===== config.mk =====
export PLATFORM = sky130hd
export DESIGN_NAME = nonpreemptive_priority_scheduler
export DESIGN_NICKNAME = d
export VERILOG_FILES = /design/src/rtl/nps_pkg.sv /design/src/rtl/nps_ram.sv /design/src/rtl/nps_select.sv /design/src/rtl/nonpreemptive_priority_scheduler.sv
export SDC_FILE = /design/constraint.sdc
export NUM_CORES = 2
export LEC_CHECK = 0
export BUFFER_PORTS_ARGS = -buffer_cell sky130_fd_sc_hd__clkbuf_2
export CAP_MARGIN = 20
export CORE_MARGIN = 5
export CORE_UTILIZATION = 64
export DETAILED_ROUTE_END_ITERATION = 16
export HOLD_SLACK_MARGIN = 0.08
export MAX_ROUTING_LAYER = met4
export PLACE_DENSITY = 0.84
export SYNTH_ARGS = -nofsm -noshare
export SYNTH_HDL_FRONTEND = slang
export SYNTH_SLANG_ARGS = --single-unit

===== constraint.sdc =====
create_clock -name clk -period 7.5 [get_ports clk]
set_input_delay 1.5 -clock clk [delete_from_list [all_inputs] [get_ports clk]]
set_output_delay 1.5 -clock clk [all_outputs]
set_load 0.03 [all_outputs]

===== src/rtl/nps_pkg.sv =====
// Package with the shared types, field widths and state codes of the priority scheduler.
package nps_pkg;

  // Field widths of the input and result transactions.
  localparam int ArrW  = 16;
  localparam int BurW  = 16;
  localparam int PriW  = 8;
  localparam int PnW   = 5;
  localparam int TimeW = 21;
  localparam int SumW  = 25;

  // One stored process as it sits in the process memory.
  typedef struct packed {
    logic [ArrW-1:0] arrival;
    logic [BurW-1:0] burst;
    logic [PriW-1:0] prio;
  } entry_t;

  // Status of one selection scan, passed from the selector to the sequencer.
  typedef struct packed {
    logic   ready_found;
    entry_t ready;
    entry_t fallback;
  } pick_t;

  // Sequencer states.
  typedef enum logic [2:0] {
    S_LOAD,
    S_SCAN,
    S_CLK,
    S_TURN,
    S_WAIT,
    S_SUM,
    S_OUT
  } state_t;

endpackage


===== src/rtl/nps_ram.sv =====
// Generic single-port-write, single-port-read RAM with a registered read.
module nps_ram #(
  parameter int WIDTH = 8,
  parameter int DEPTH = 16
) (
  input  logic                                   clk,
  input  logic                                   we,
  input  logic [(DEPTH > 1 ? $clog2(DEPTH) : 1)-1:0] waddr,
  input  logic [WIDTH-1:0]                       wdata,
  input  logic [(DEPTH > 1 ? $clog2(DEPTH) : 1)-1:0] raddr,
  output logic [WIDTH-1:0]                       rdata
);

  logic [WIDTH-1:0] mem [DEPTH];

  // Write port and registered read port.
  always_ff @(posedge clk) begin
    if (we) begin
      mem[waddr] <= wdata;
    end
    rdata <= mem[raddr];
  end

endmodule


===== src/rtl/nps_select.sv =====
// Running best-candidate tracker fed with one memory entry per cycle during a scan.
module nps_select #(
  parameter int MAX_PROCS = 16
) (
  input  logic                                      clk,
  input  logic                                      rst,
  input  logic                                      start,
  input  logic                                      cmp_vld,
  input  logic [(MAX_PROCS > 1 ? $clog2(MAX_PROCS) : 1)-1:0] cmp_idx,
  input  nps_pkg::entry_t                           cmp_ent,
  input  logic                                      cmp_done,
  input  logic [nps_pkg::TimeW-1:0]                 clock,
  output nps_pkg::pick_t                            pick,
  output logic [(MAX_PROCS > 1 ? $clog2(MAX_PROCS) : 1)-1:0] ready_idx,
  output logic [(MAX_PROCS > 1 ? $clog2(MAX_PROCS) : 1)-1:0] fb_idx
);
  import nps_pkg::*;

  logic   ready_found;
  logic   fb_found;
  logic   is_ready;
  logic   ready_better;
  logic   fb_better;
  entry_t ready_ent;
  entry_t fb_ent;

  // An entry is ready when it is pending and has arrived by the current clock.
  // Entries come in ascending index order, so strict compares keep the lower index on ties.
  always_comb begin
    is_ready = !cmp_done && ({{(TimeW - ArrW){1'b0}}, cmp_ent.arrival} <= clock);
    ready_better = !ready_found || (cmp_ent.prio < ready_ent.prio) ||
                   ((cmp_ent.prio == ready_ent.prio) && (cmp_ent.arrival < ready_ent.arrival));
    // The fallback is what would run after the clock jumps to the earliest pending arrival.
    fb_better = !fb_found || (cmp_ent.arrival < fb_ent.arrival) ||
                ((cmp_ent.arrival == fb_ent.arrival) && (cmp_ent.prio < fb_ent.prio));
  end

  // Found flags.
  always_ff @(posedge clk) begin
    if (rst || start) begin
      ready_found <= 1'b0;
      fb_found    <= 1'b0;
    end else if (cmp_vld && !cmp_done) begin
      if (is_ready) begin
        ready_found <= 1'b1;
      end
      fb_found <= 1'b1;
    end
  end

  // Candidate payloads.
  always_ff @(posedge clk) begin
    if (cmp_vld && is_ready && ready_better) begin
      ready_ent <= cmp_ent;
      ready_idx <= cmp_idx;
    end
    if (cmp_vld && !cmp_done && fb_better) begin
      fb_ent <= cmp_ent;
      fb_idx <= cmp_idx;
    end
  end

  assign pick = '{ready_found: ready_found, ready: ready_ent, fallback: fb_ent};

  // A ready candidate has always arrived by the current clock.
  a_ready_arrived: assert property (@(posedge clk) disable iff (rst)
    ready_found && !start |-> ({{(TimeW - ArrW){1'b0}}, ready_ent.arrival} <= clock))
    else $error("ready candidate has not arrived");

  a_fb_follows_ready: assert property (@(posedge clk) disable iff (rst)
    ready_found |-> fb_found)
    else $error("ready candidate without fallback candidate");

  a_start_clears: assert property (@(posedge clk) disable iff (rst)
    start |=> !ready_found && !fb_found)
    else $error("scan start did not clear candidates");

endmodule


===== src/rtl/nonpreemptive_priority_scheduler.sv =====
// Top level of the non-preemptive priority scheduler: load sequencer, scan control and timing math.
//
// Input channel (in_valid/in_stall): one transaction per process with arrival, burst, prio
// and batch_end. The transaction with batch_end set, or the one that fills the MAX_PROCS-entry
// store, closes the batch.
// While a batch runs, in_stall stays high; it drops again after the last result is loaded.
// Output channel (out_valid/out_stall): one transaction per process in run order, with
// completion, turnaround and waiting times, running sums and final_result on the last one.
// For each result the sequencer scans the process memory through its single read port, one entry
// per cycle, then steps through clock, turnaround, waiting and sum arithmetic and output loading.
// Results sit in an output register; a stall holds it and the scheduler waits in its output
// state until the register is free. Synchronous reset rst empties the batch, clears the done
// flags, the clock and the sums and drops out_valid; the process memory is not cleared, since
// only entries written in the current batch are read.
module nonpreemptive_priority_scheduler #(
  parameter int MAX_PROCS = 16
) (
  input  logic                      clk,
  input  logic                      rst,
  input  logic                      in_valid,
  output logic                      in_stall,
  input  logic [nps_pkg::ArrW-1:0]  arrival,
  input  logic [nps_pkg::BurW-1:0]  burst,
  input  logic [nps_pkg::PriW-1:0]  prio,
  input  logic                      batch_end,
  output logic                      out_valid,
  input  logic                      out_stall,
  output logic [nps_pkg::PnW-1:0]   process_number,
  output logic [nps_pkg::TimeW-1:0] completion,
  output logic [nps_pkg::TimeW-1:0] turnaround,
  output logic [nps_pkg::TimeW-1:0] waiting,
  output logic [nps_pkg::SumW-1:0]  sum_turnaround,
  output logic [nps_pkg::SumW-1:0]  sum_waiting,
  output logic                      final_result
);
  import nps_pkg::*;

  localparam int IW = (MAX_PROCS > 1) ? $clog2(MAX_PROCS) : 1;
  localparam int CW = $clog2(MAX_PROCS + 1);

  state_t state;
  state_t state_next;

  logic [CW-1:0]        count;
  logic [CW-1:0]        emitted;
  logic [CW-1:0]        scan_cnt;
  logic                 rd_vld;
  logic [IW-1:0]        rd_idx;
  logic [MAX_PROCS-1:0] done;
  logic [TimeW-1:0]     clock;
  logic [SumW-1:0]      total_turn;
  logic [SumW-1:0]      total_wait;
  logic [IW-1:0]        sel_idx;
  logic [ArrW-1:0]      sel_arr;
  logic [BurW-1:0]      sel_burst;
  logic [TimeW-1:0]     turn;
  logic [TimeW-1:0]     wait_t;

  logic                 in_acc;
  logic                 closing;
  logic                 scan_start;
  logic                 scan_issue;
  logic                 scan_last;
  logic                 out_free;
  logic                 last_result;
  logic [IW-1:0]        ram_addr;
  logic [$bits(entry_t)-1:0] ram_rdata;
  entry_t               wr_ent;
  entry_t               rd_ent;
  pick_t                pick;
  logic [IW-1:0]        ready_idx;
  logic [IW-1:0]        fb_idx;
  logic [IW:0]          pn_full;
  entry_t               chosen;
  logic [TimeW-1:0]     base;

  // Handshake and sequencing conditions.
  assign in_acc      = in_valid && !in_stall;
  assign closing     = batch_end || ((count + CW'(1)) == CW'(MAX_PROCS));
  assign scan_issue  = (state == S_SCAN) && (scan_cnt < count);
  assign scan_last   = rd_vld && ((CW'(rd_idx) + CW'(1)) == count);
  assign out_free    = !out_valid || !out_stall;
  assign last_result = (emitted + CW'(1)) == count;

  // Next state and handshake outputs.
  always_comb begin
    state_next = state;
    in_stall   = 1'b1;
    scan_start = 1'b0;
    unique case (state)
      S_LOAD: begin
        in_stall = 1'b0;
        if (in_acc && closing) begin
          state_next = S_SCAN;
          scan_start = 1'b1;
        end
      end
      S_SCAN: begin
        if (scan_last) begin
          state_next = S_CLK;
        end
      end
      S_CLK:  state_next = S_TURN;
      S_TURN: state_next = S_WAIT;
      S_WAIT: state_next = S_SUM;
      S_SUM:  state_next = S_OUT;
      S_OUT: begin
        // The candidates are cleared after every result, the last one of a batch included.
        if (out_free) begin
          scan_start = 1'b1;
          if (last_result) begin
            state_next = S_LOAD;
          end else begin
            state_next = S_SCAN;
          end
        end
      end
      default: state_next = S_LOAD;
    endcase
  end

  // State register.
  always_ff @(posedge clk) begin
    if (rst) begin
      state <= S_LOAD;
    end else begin
      state <= state_next;
    end
  end

  // Process memory: written while loading, read one entry per cycle while scanning.
  assign wr_ent   = '{arrival: arrival, burst: burst, prio: prio};
  assign ram_addr = (state == S_SCAN) ? scan_cnt[IW-1:0] : count[IW-1:0];
  assign rd_ent   = entry_t'(ram_rdata);

  nps_ram #(
    .WIDTH($bits(entry_t)),
    .DEPTH(MAX_PROCS)
  ) u_ram (
    .clk   (clk),
    .we    (in_acc),
    .waddr (count[IW-1:0]),
    .wdata (wr_ent),
    .raddr (ram_addr),
    .rdata (ram_rdata)
  );

  nps_select #(
    .MAX_PROCS(MAX_PROCS)
  ) u_select (
    .clk       (clk),
    .rst       (rst),
    .start     (scan_start),
    .cmp_vld   (rd_vld),
    .cmp_idx   (rd_idx),
    .cmp_ent   (rd_ent),
    .cmp_done  (done[rd_idx]),
    .clock     (clock),
    .pick      (pick),
    .ready_idx (ready_idx),
    .fb_idx    (fb_idx)
  );

  // Scan address counter and read-valid pipeline.
  always_ff @(posedge clk) begin
    if (rst || scan_start) begin
      scan_cnt <= '0;
      rd_vld   <= 1'b0;
    end else begin
      rd_vld <= scan_issue;
      if (scan_issue) begin
        scan_cnt <= scan_cnt + CW'(1);
      end
    end
    rd_idx <= scan_cnt[IW-1:0];
  end

  // Without a ready process the clock jumps to the earliest pending arrival first.
  assign chosen = pick.ready_found ? pick.ready : pick.fallback;
  assign base   = pick.ready_found ? clock : {{(TimeW - ArrW){1'b0}}, pick.fallback.arrival};

  // Batch bookkeeping: load count, done flags, clock and running sums.
  always_ff @(posedge clk) begin
    if (rst) begin
      count      <= '0;
      emitted    <= '0;
      done       <= '0;
      clock      <= '0;
      total_turn <= '0;
      total_wait <= '0;
    end else begin
      unique case (state)
        S_LOAD: begin
          if (in_acc) begin
            count <= count + CW'(1);
          end
        end
        S_CLK: begin
          clock <= base + {{(TimeW - BurW){1'b0}}, chosen.burst};
        end
        S_WAIT: begin
          total_turn <= total_turn + {{(SumW - TimeW){1'b0}}, turn};
        end
        S_SUM: begin
          total_wait <= total_wait + {{(SumW - TimeW){1'b0}}, wait_t};
        end
        S_OUT: begin
          if (out_free) begin
            if (last_result) begin
              count      <= '0;
              emitted    <= '0;
              done       <= '0;
              clock      <= '0;
              total_turn <= '0;
              total_wait <= '0;
            end else begin
              emitted      <= emitted + CW'(1);
              done[sel_idx] <= 1'b1;
            end
          end
        end
        default: ;
      endcase
    end
  end

  // Selected process and its turnaround and waiting times.
  always_ff @(posedge clk) begin
    if (state == S_CLK) begin
      sel_idx   <= pick.ready_found ? ready_idx : fb_idx;
      sel_arr   <= chosen.arrival;
      sel_burst <= chosen.burst;
    end
    if (state == S_TURN) begin
      turn <= clock - {{(TimeW - ArrW){1'b0}}, sel_arr};
    end
    if (state == S_WAIT) begin
      wait_t <= turn - {{(TimeW - BurW){1'b0}}, sel_burst};
    end
  end

  assign pn_full = {1'b0, sel_idx} + (IW + 1)'(1);

  // Output register.
  always_ff @(posedge clk) begin
    if (rst) begin
      out_valid <= 1'b0;
    end else if ((state == S_OUT) && out_free) begin
      out_valid <= 1'b1;
    end else if (!out_stall) begin
      out_valid <= 1'b0;
    end
  end

  always_ff @(posedge clk) begin
    if ((state == S_OUT) && out_free) begin
      process_number <= PnW'(pn_full);
      completion     <= clock;
      turnaround     <= turn;
      waiting        <= wait_t;
      sum_turnaround <= total_turn;
      sum_waiting    <= total_wait;
      final_result   <= last_result;
    end
  end

  a_count_bound: assert property (@(posedge clk) disable iff (rst)
    count <= CW'(MAX_PROCS))
    else $error("load count exceeds the store depth");

  a_load_done_clear: assert property (@(posedge clk) disable iff (rst)
    (state == S_LOAD) |-> (done == '0))
    else $error("done flags left over from a previous batch");

  a_sel_pending: assert property (@(posedge clk) disable iff (rst)
    (state == S_TURN) |-> !done[sel_idx])
    else $error("selected process is already done");

  a_emit_bound: assert property (@(posedge clk) disable iff (rst)
    (state != S_LOAD) |-> (emitted < count))
    else $error("more results than loaded processes");

  a_hold_on_stall: assert property (@(posedge clk) disable iff (rst)
    (state == S_OUT) && out_valid && out_stall |=> (state == S_OUT))
    else $error("result loaded over a stalled output");

endmodule


* Word-level counts from Yosys, hierarchy flattened *
Memory sizes are Yosys's and may differ from the RTL's. A register that Yosys moved wholly into a read port is not among the register bits.
Index checks and enable logic that the tools add are counted.

word-level totals
  register bits after elaboration = 398
  bits in writable memories = 640
  input port bits = 45
  output and inout port bits = 121
  word-level logic and storage cells = 142
  memories kept = 1

operators by class
  $add $sub $neg = 10
  magnitude comparators = 9
  eq/ne operators = 17
  mux-type cells = 34
  bitwise gates (word level) = 1
  reductions and logical operators = 37

memory list
  name       words  bits a word  rd ports  clocked after memory_dff  wr ports  RTL line       text
  u_ram.mem  16     40           1         1                         1         nps_ram.sv:14  logic [WIDTH-1:0] mem [DEPTH];

operators with widths
  operator             count
  $pmux 25 s2          2
  $mux 21              3
  $add 25x21->25       2
  $mux 25              2
  $pmux 21 s2          1
  $sub 21x16->21       2
  $mux 40              1
  $lt 16x16->1         2
  $add 21x16->21       1
  $le 16x21->1         1
  $pmux 3 s7           1
  $mux 5               4
  $eq 16x16->1         1
  $lt 8x8->1           2
  $mux 16              1
  $or 16x16->16        1
  $add 5x1->5 const B  3
  $logic_and 1x1->1    13
  $reduce_and 3->1     4
  $add 4x1->5 const B  2
  $eq 5x5->1           2
  $lt 4x5->1 const B   2
  $mux 1               10
  $pmux 5 s2           1
  20 further kinds     44

* Logic depth before layout (Yosys ltp) *
  depth after elaboration = 7
  mapped depth = 14
  depth with buffers taken out = 12

* Cells and area by module *
A second synthesis with hierarchy kept.

unflattened totals
  cells, all modules = 2768
  area total of the unflattened synthesis = 44949.4 µm²

by module, submodules not included
  module                            instances  cells each  area each (µm²)  seq. area each (µm²)
  nps_ram                           1          1040        25131.6          20019.2
  nonpreemptive_priority_scheduler  1          1418        15502.4          8137.8
  nps_select                        1          310         4315.4           2682.6

* Worst setup path before layout *
Ideal clock, no wire load.

  path type = input port to flip-flop
  from = input port in_valid
  to = memory u_ram.mem[3][0] (netlist name) (enable)
  library setup time = 0.487 ns
  data arrival time = 4.749 ns
  data required time = 7.013 ns
  path slack = 2.264 ns
  stages on the path = 4
  path buffers = 1
  cells stage by stage = and2_1 clkbuf_1 nand2_1 nor3_1

between the ends
  cells in the longest elaborated chain, start to end = 3

ends and longest elaborated chain
  item                          RTL line                                text
  from (decl)                   nonpreemptive_priority_scheduler.sv:20  input logic in_valid,
  $logic_and 1x1->1             nonpreemptive_priority_scheduler.sv:78  assign in_acc = in_valid && !in_stall;
  $mux 1                        nps_ram.sv:18                           if (we) begin
  $mux 1 (not written as such)  nps_ram.sv:19                           mem[waddr] <= wdata;
  to (decl)                     nps_ram.sv:14

No other way between the ends.

==> metrics.cfg <==
[power_and_ir_drop]
combPwrFrac_pct = 10.2
p_sw_uw = 3214
p_leak_uw = 0.01814
swShare_pct = 23.95
peakVddDrop_v = 0.0002429
p_seq_share_pct = 51.5
internal_power_uw = 10210
clock_power_share_pct = 38.3
powerDensity_nw_per_um2 = 264.7

[placed_design]
placedCellCount = 3983
place_hpwl_um = 62690
portBuffers = 165
dpl_cell_area_sq_um = 47340
gp_congestion = 0.9149

[finish]
fill_cells = 4118
final_common_cell = edfxtp_1
layout-drive-gt1-share_pct = 17.77
nNetsFinal = 3366
multiInputGateArea_sq_um = 13710
final_cell_mix = edfxtp_1 (925), nand2_1 (243), ha_1 (167), mux4_2 (165), clkbuf_2 (165)
final_area_sq_um = 50710
utilization_pct = 72.16
syn_to_final_growth_pct = 11.56
instances_no_fill = 4182
seq_area_sq_um = 30840

[setup_path]
cp_max_fo = 75
cp-end-kind = register
crit_required_ns = 8.08
r2r_start = u_select.ready_found
startpoint = u_select.ready_found
setup.worst_path.end = clock[20]
critPathArrivalTime_ns = 4.48
reg2reg_depth = 12
rrSetupSlack_ns = 3.60
worstSetupPathType = register to register
critPathLaunchType = register
r2r-end = clock[20]

[synth]
syn-instance-count = 2962
synth-seq-cells = 1078
postSynthNetCount = 3179
syn_area_sq_um = 45450
yosysWarnings = 0
yosysSeqAreaShare_pct = 67.85
synth_async_sr_flop_share_pct = 0
ys.flop_type = edfxtp_1
synthDistinctLibCells = 82
avgSynthCellArea_sq_um = 15.35
synth_edf_count = 925

[clock_tree]
cts.sinks = 1078
post_cts_resized = 0
cts_root_buf = clkbuf_16
path_clk_slew_ns = 0.06
numCtsBuffers = 103
cts_setup_buffers = 0
cts_tree = yes
htree_levels = 3
clockBufferDepth = 3
hold_buffers = 0
clock_latency_ns = 0.69

[sta]
finalCritPeriodShare_pct = 52.03
fin_tns_setup_ns = 0
min_period_ns = 3.903
clock_skew_ns = 0.04047
fmax_mhz = 256.2
worstMarginPinSlew_ns = 1.132
hold_violations = 0
slew_headroom_pct = 24.51
rsz0062_at_grt = false
setup_viol = 0
hold-worst-slack_ns = 0.4287
finalMaxSlewViolations = 0

[global_routing]
gr-total-overflow = 0
track_usage_pct = 28.81
grt_pass1_vias = 27480
antenna_found_initial = 7
grt_pass1_wl_um = 164500
grt_max_degree = 161

[run]
drv_cap = 0

[drt]
drc = 0
vias_per_cell = 6.496
drt_wl_total_um = 108700
drt_iter0_drc = 3057
dr.pass1.iters = 6
wl_per_cell_um = 25.98
num_vias = 27170
antenna_left = 0

[die]
dieArea_sq_um = 76450
coreArea_sq_um = 70270
ios = 166
die_x_um = 276.5
initial_core_util_pct = 64.68
die_height_um = 276.5
fp-row-count = 97

[outcome]
status = finished clean

[hold_path]
holdPathStages = 0
worstHoldPathType = register to register

-- cells in the mapped netlist, types with 19 or more instances --
cell type  count  area share (%)
inv_1        140             1.2
a31oi_1       59            0.81
nor3_1        27            0.30
nand3_1       39            0.43
nor2b_1       26            0.36
a211oi_1      60            0.99
nand2_1      243             2.0
xnor2_1       53             1.0
and2_1        53            0.73
mux2_2        19            0.47
and3_1        19            0.26
dfxtp_1      153             6.7
o21a_1        20            0.33
clkbuf_1      67            0.55
xor2_1        34            0.66
o21ai_0       85            0.94
mux4_2       165             8.2
nor2_1       143             1.2
ha_1         167             4.6
a21oi_1      125             1.4
buf_2         27            0.30
nand2b_1      32            0.44
a21o_1        39            0.64
a22oi_1       28            0.46
edfxtp_1     925              61
-- state kept, by name (all words and copies together) (netlist names), 5 cells and up --
name	count
scan_cnt	5
sel_burst	16
turnaround	21
process_number	5
turn	21
u_ram.mem	640
sum_waiting	25
clock	21
total_turn	25
sum_turnaround	25
count	5
u_select.pick	80
wait_t	21
total_wait	25
u_ram.rdata	40
waiting	21
sel_arr	16
completion	21
emitted	5
done	16
-- cells by family after synthesis --
kind of cell / share of synthesized area, %
DFF: 67.85
and+or+nand+nor: 6.829
AOI/OAI and AO/OA: 7.674
buffers and inverters: 2.387
muxes: 8.734
adders and majority gates: 4.817
xor gates and xnor gates: 1.712
-- routing by layer --
metal | track usage [%] | part of all wire (%)
met5 | - | 0
met4 | 11.76 | 4.2
met3 | 3.982 | 7.7
met2 | 49.86 | 52
met1 | 34.57 | 36
-- worst max-delay path, stage by stage, from the launching register on --
cell       delay, ns
dfxtp_2         0.31
buf_4           0.60
mux2_2          0.31
ha_1            0.19
inv_1           0.06
fa_1            0.40
nor2b_1         0.19
o31ai_1         0.13
a22oi_1         0.47
a21boi_0        0.32
o2bb2ai_1       0.28
o211a_1         0.26
a211o_1         0.26
-- metrics by stage --
| step | total power, uW | setup WS (ns) |
|---|---|---|
| finish | 13420 | 3.597 |
| global route | 13880 | 3.274 |
| CTS | 13460 | 3.678 |
| detailed placement | 8362 | 3.273 |
| global placement | 8291 | 3.414 |
| floorplan | 7946 | 2.264 |
-- power groups by stage --
stage	combinational [uW]	sequential (uW)	clock (uW)
2_1_floorplan	1000	6940	0
3_5_place_dp	1330	7030	0
3_3_place_gp	1280	7020	0
6_report	1370	6910	5140
4_1_cts	1370	6910	5180
5_1_grt	1500	6920	5460
-- final cells by class --
| class | count | area share, % |
|---|---|---|
| diodes | 6 | 0.02961 |
| clock inverters | 56 | 1.142 |
| repair buffers | 196 | 2.152 |
| well taps | 940 | 2.319 |
| flip-flops and latches | 1078 | 60.82 |
| inverters | 142 | 1.056 |
| clock buffers | 136 | 5.446 |
| multi-input cells | 1628 | 27.04 |
-- how the worst min path moves through the flow --
stage	endpoint	startpoint	slack, ns
after global placement	u_select.pick[16]	u_ram.rdata[16]	0.41
after global routing	u_select.pick[56]	u_ram.rdata[16]	0.44
after detailed placement	u_select.pick[10]	u_ram.rdata[10]	0.42
final	u_select.pick[56]	u_ram.rdata[16]	0.43
after CTS	u_select.pick[56]	u_ram.rdata[16]	0.43
after floorplan	rd_idx[2]	scan_cnt[2]	0.39
Note: power is estimated with default switching activity, not from simulation.
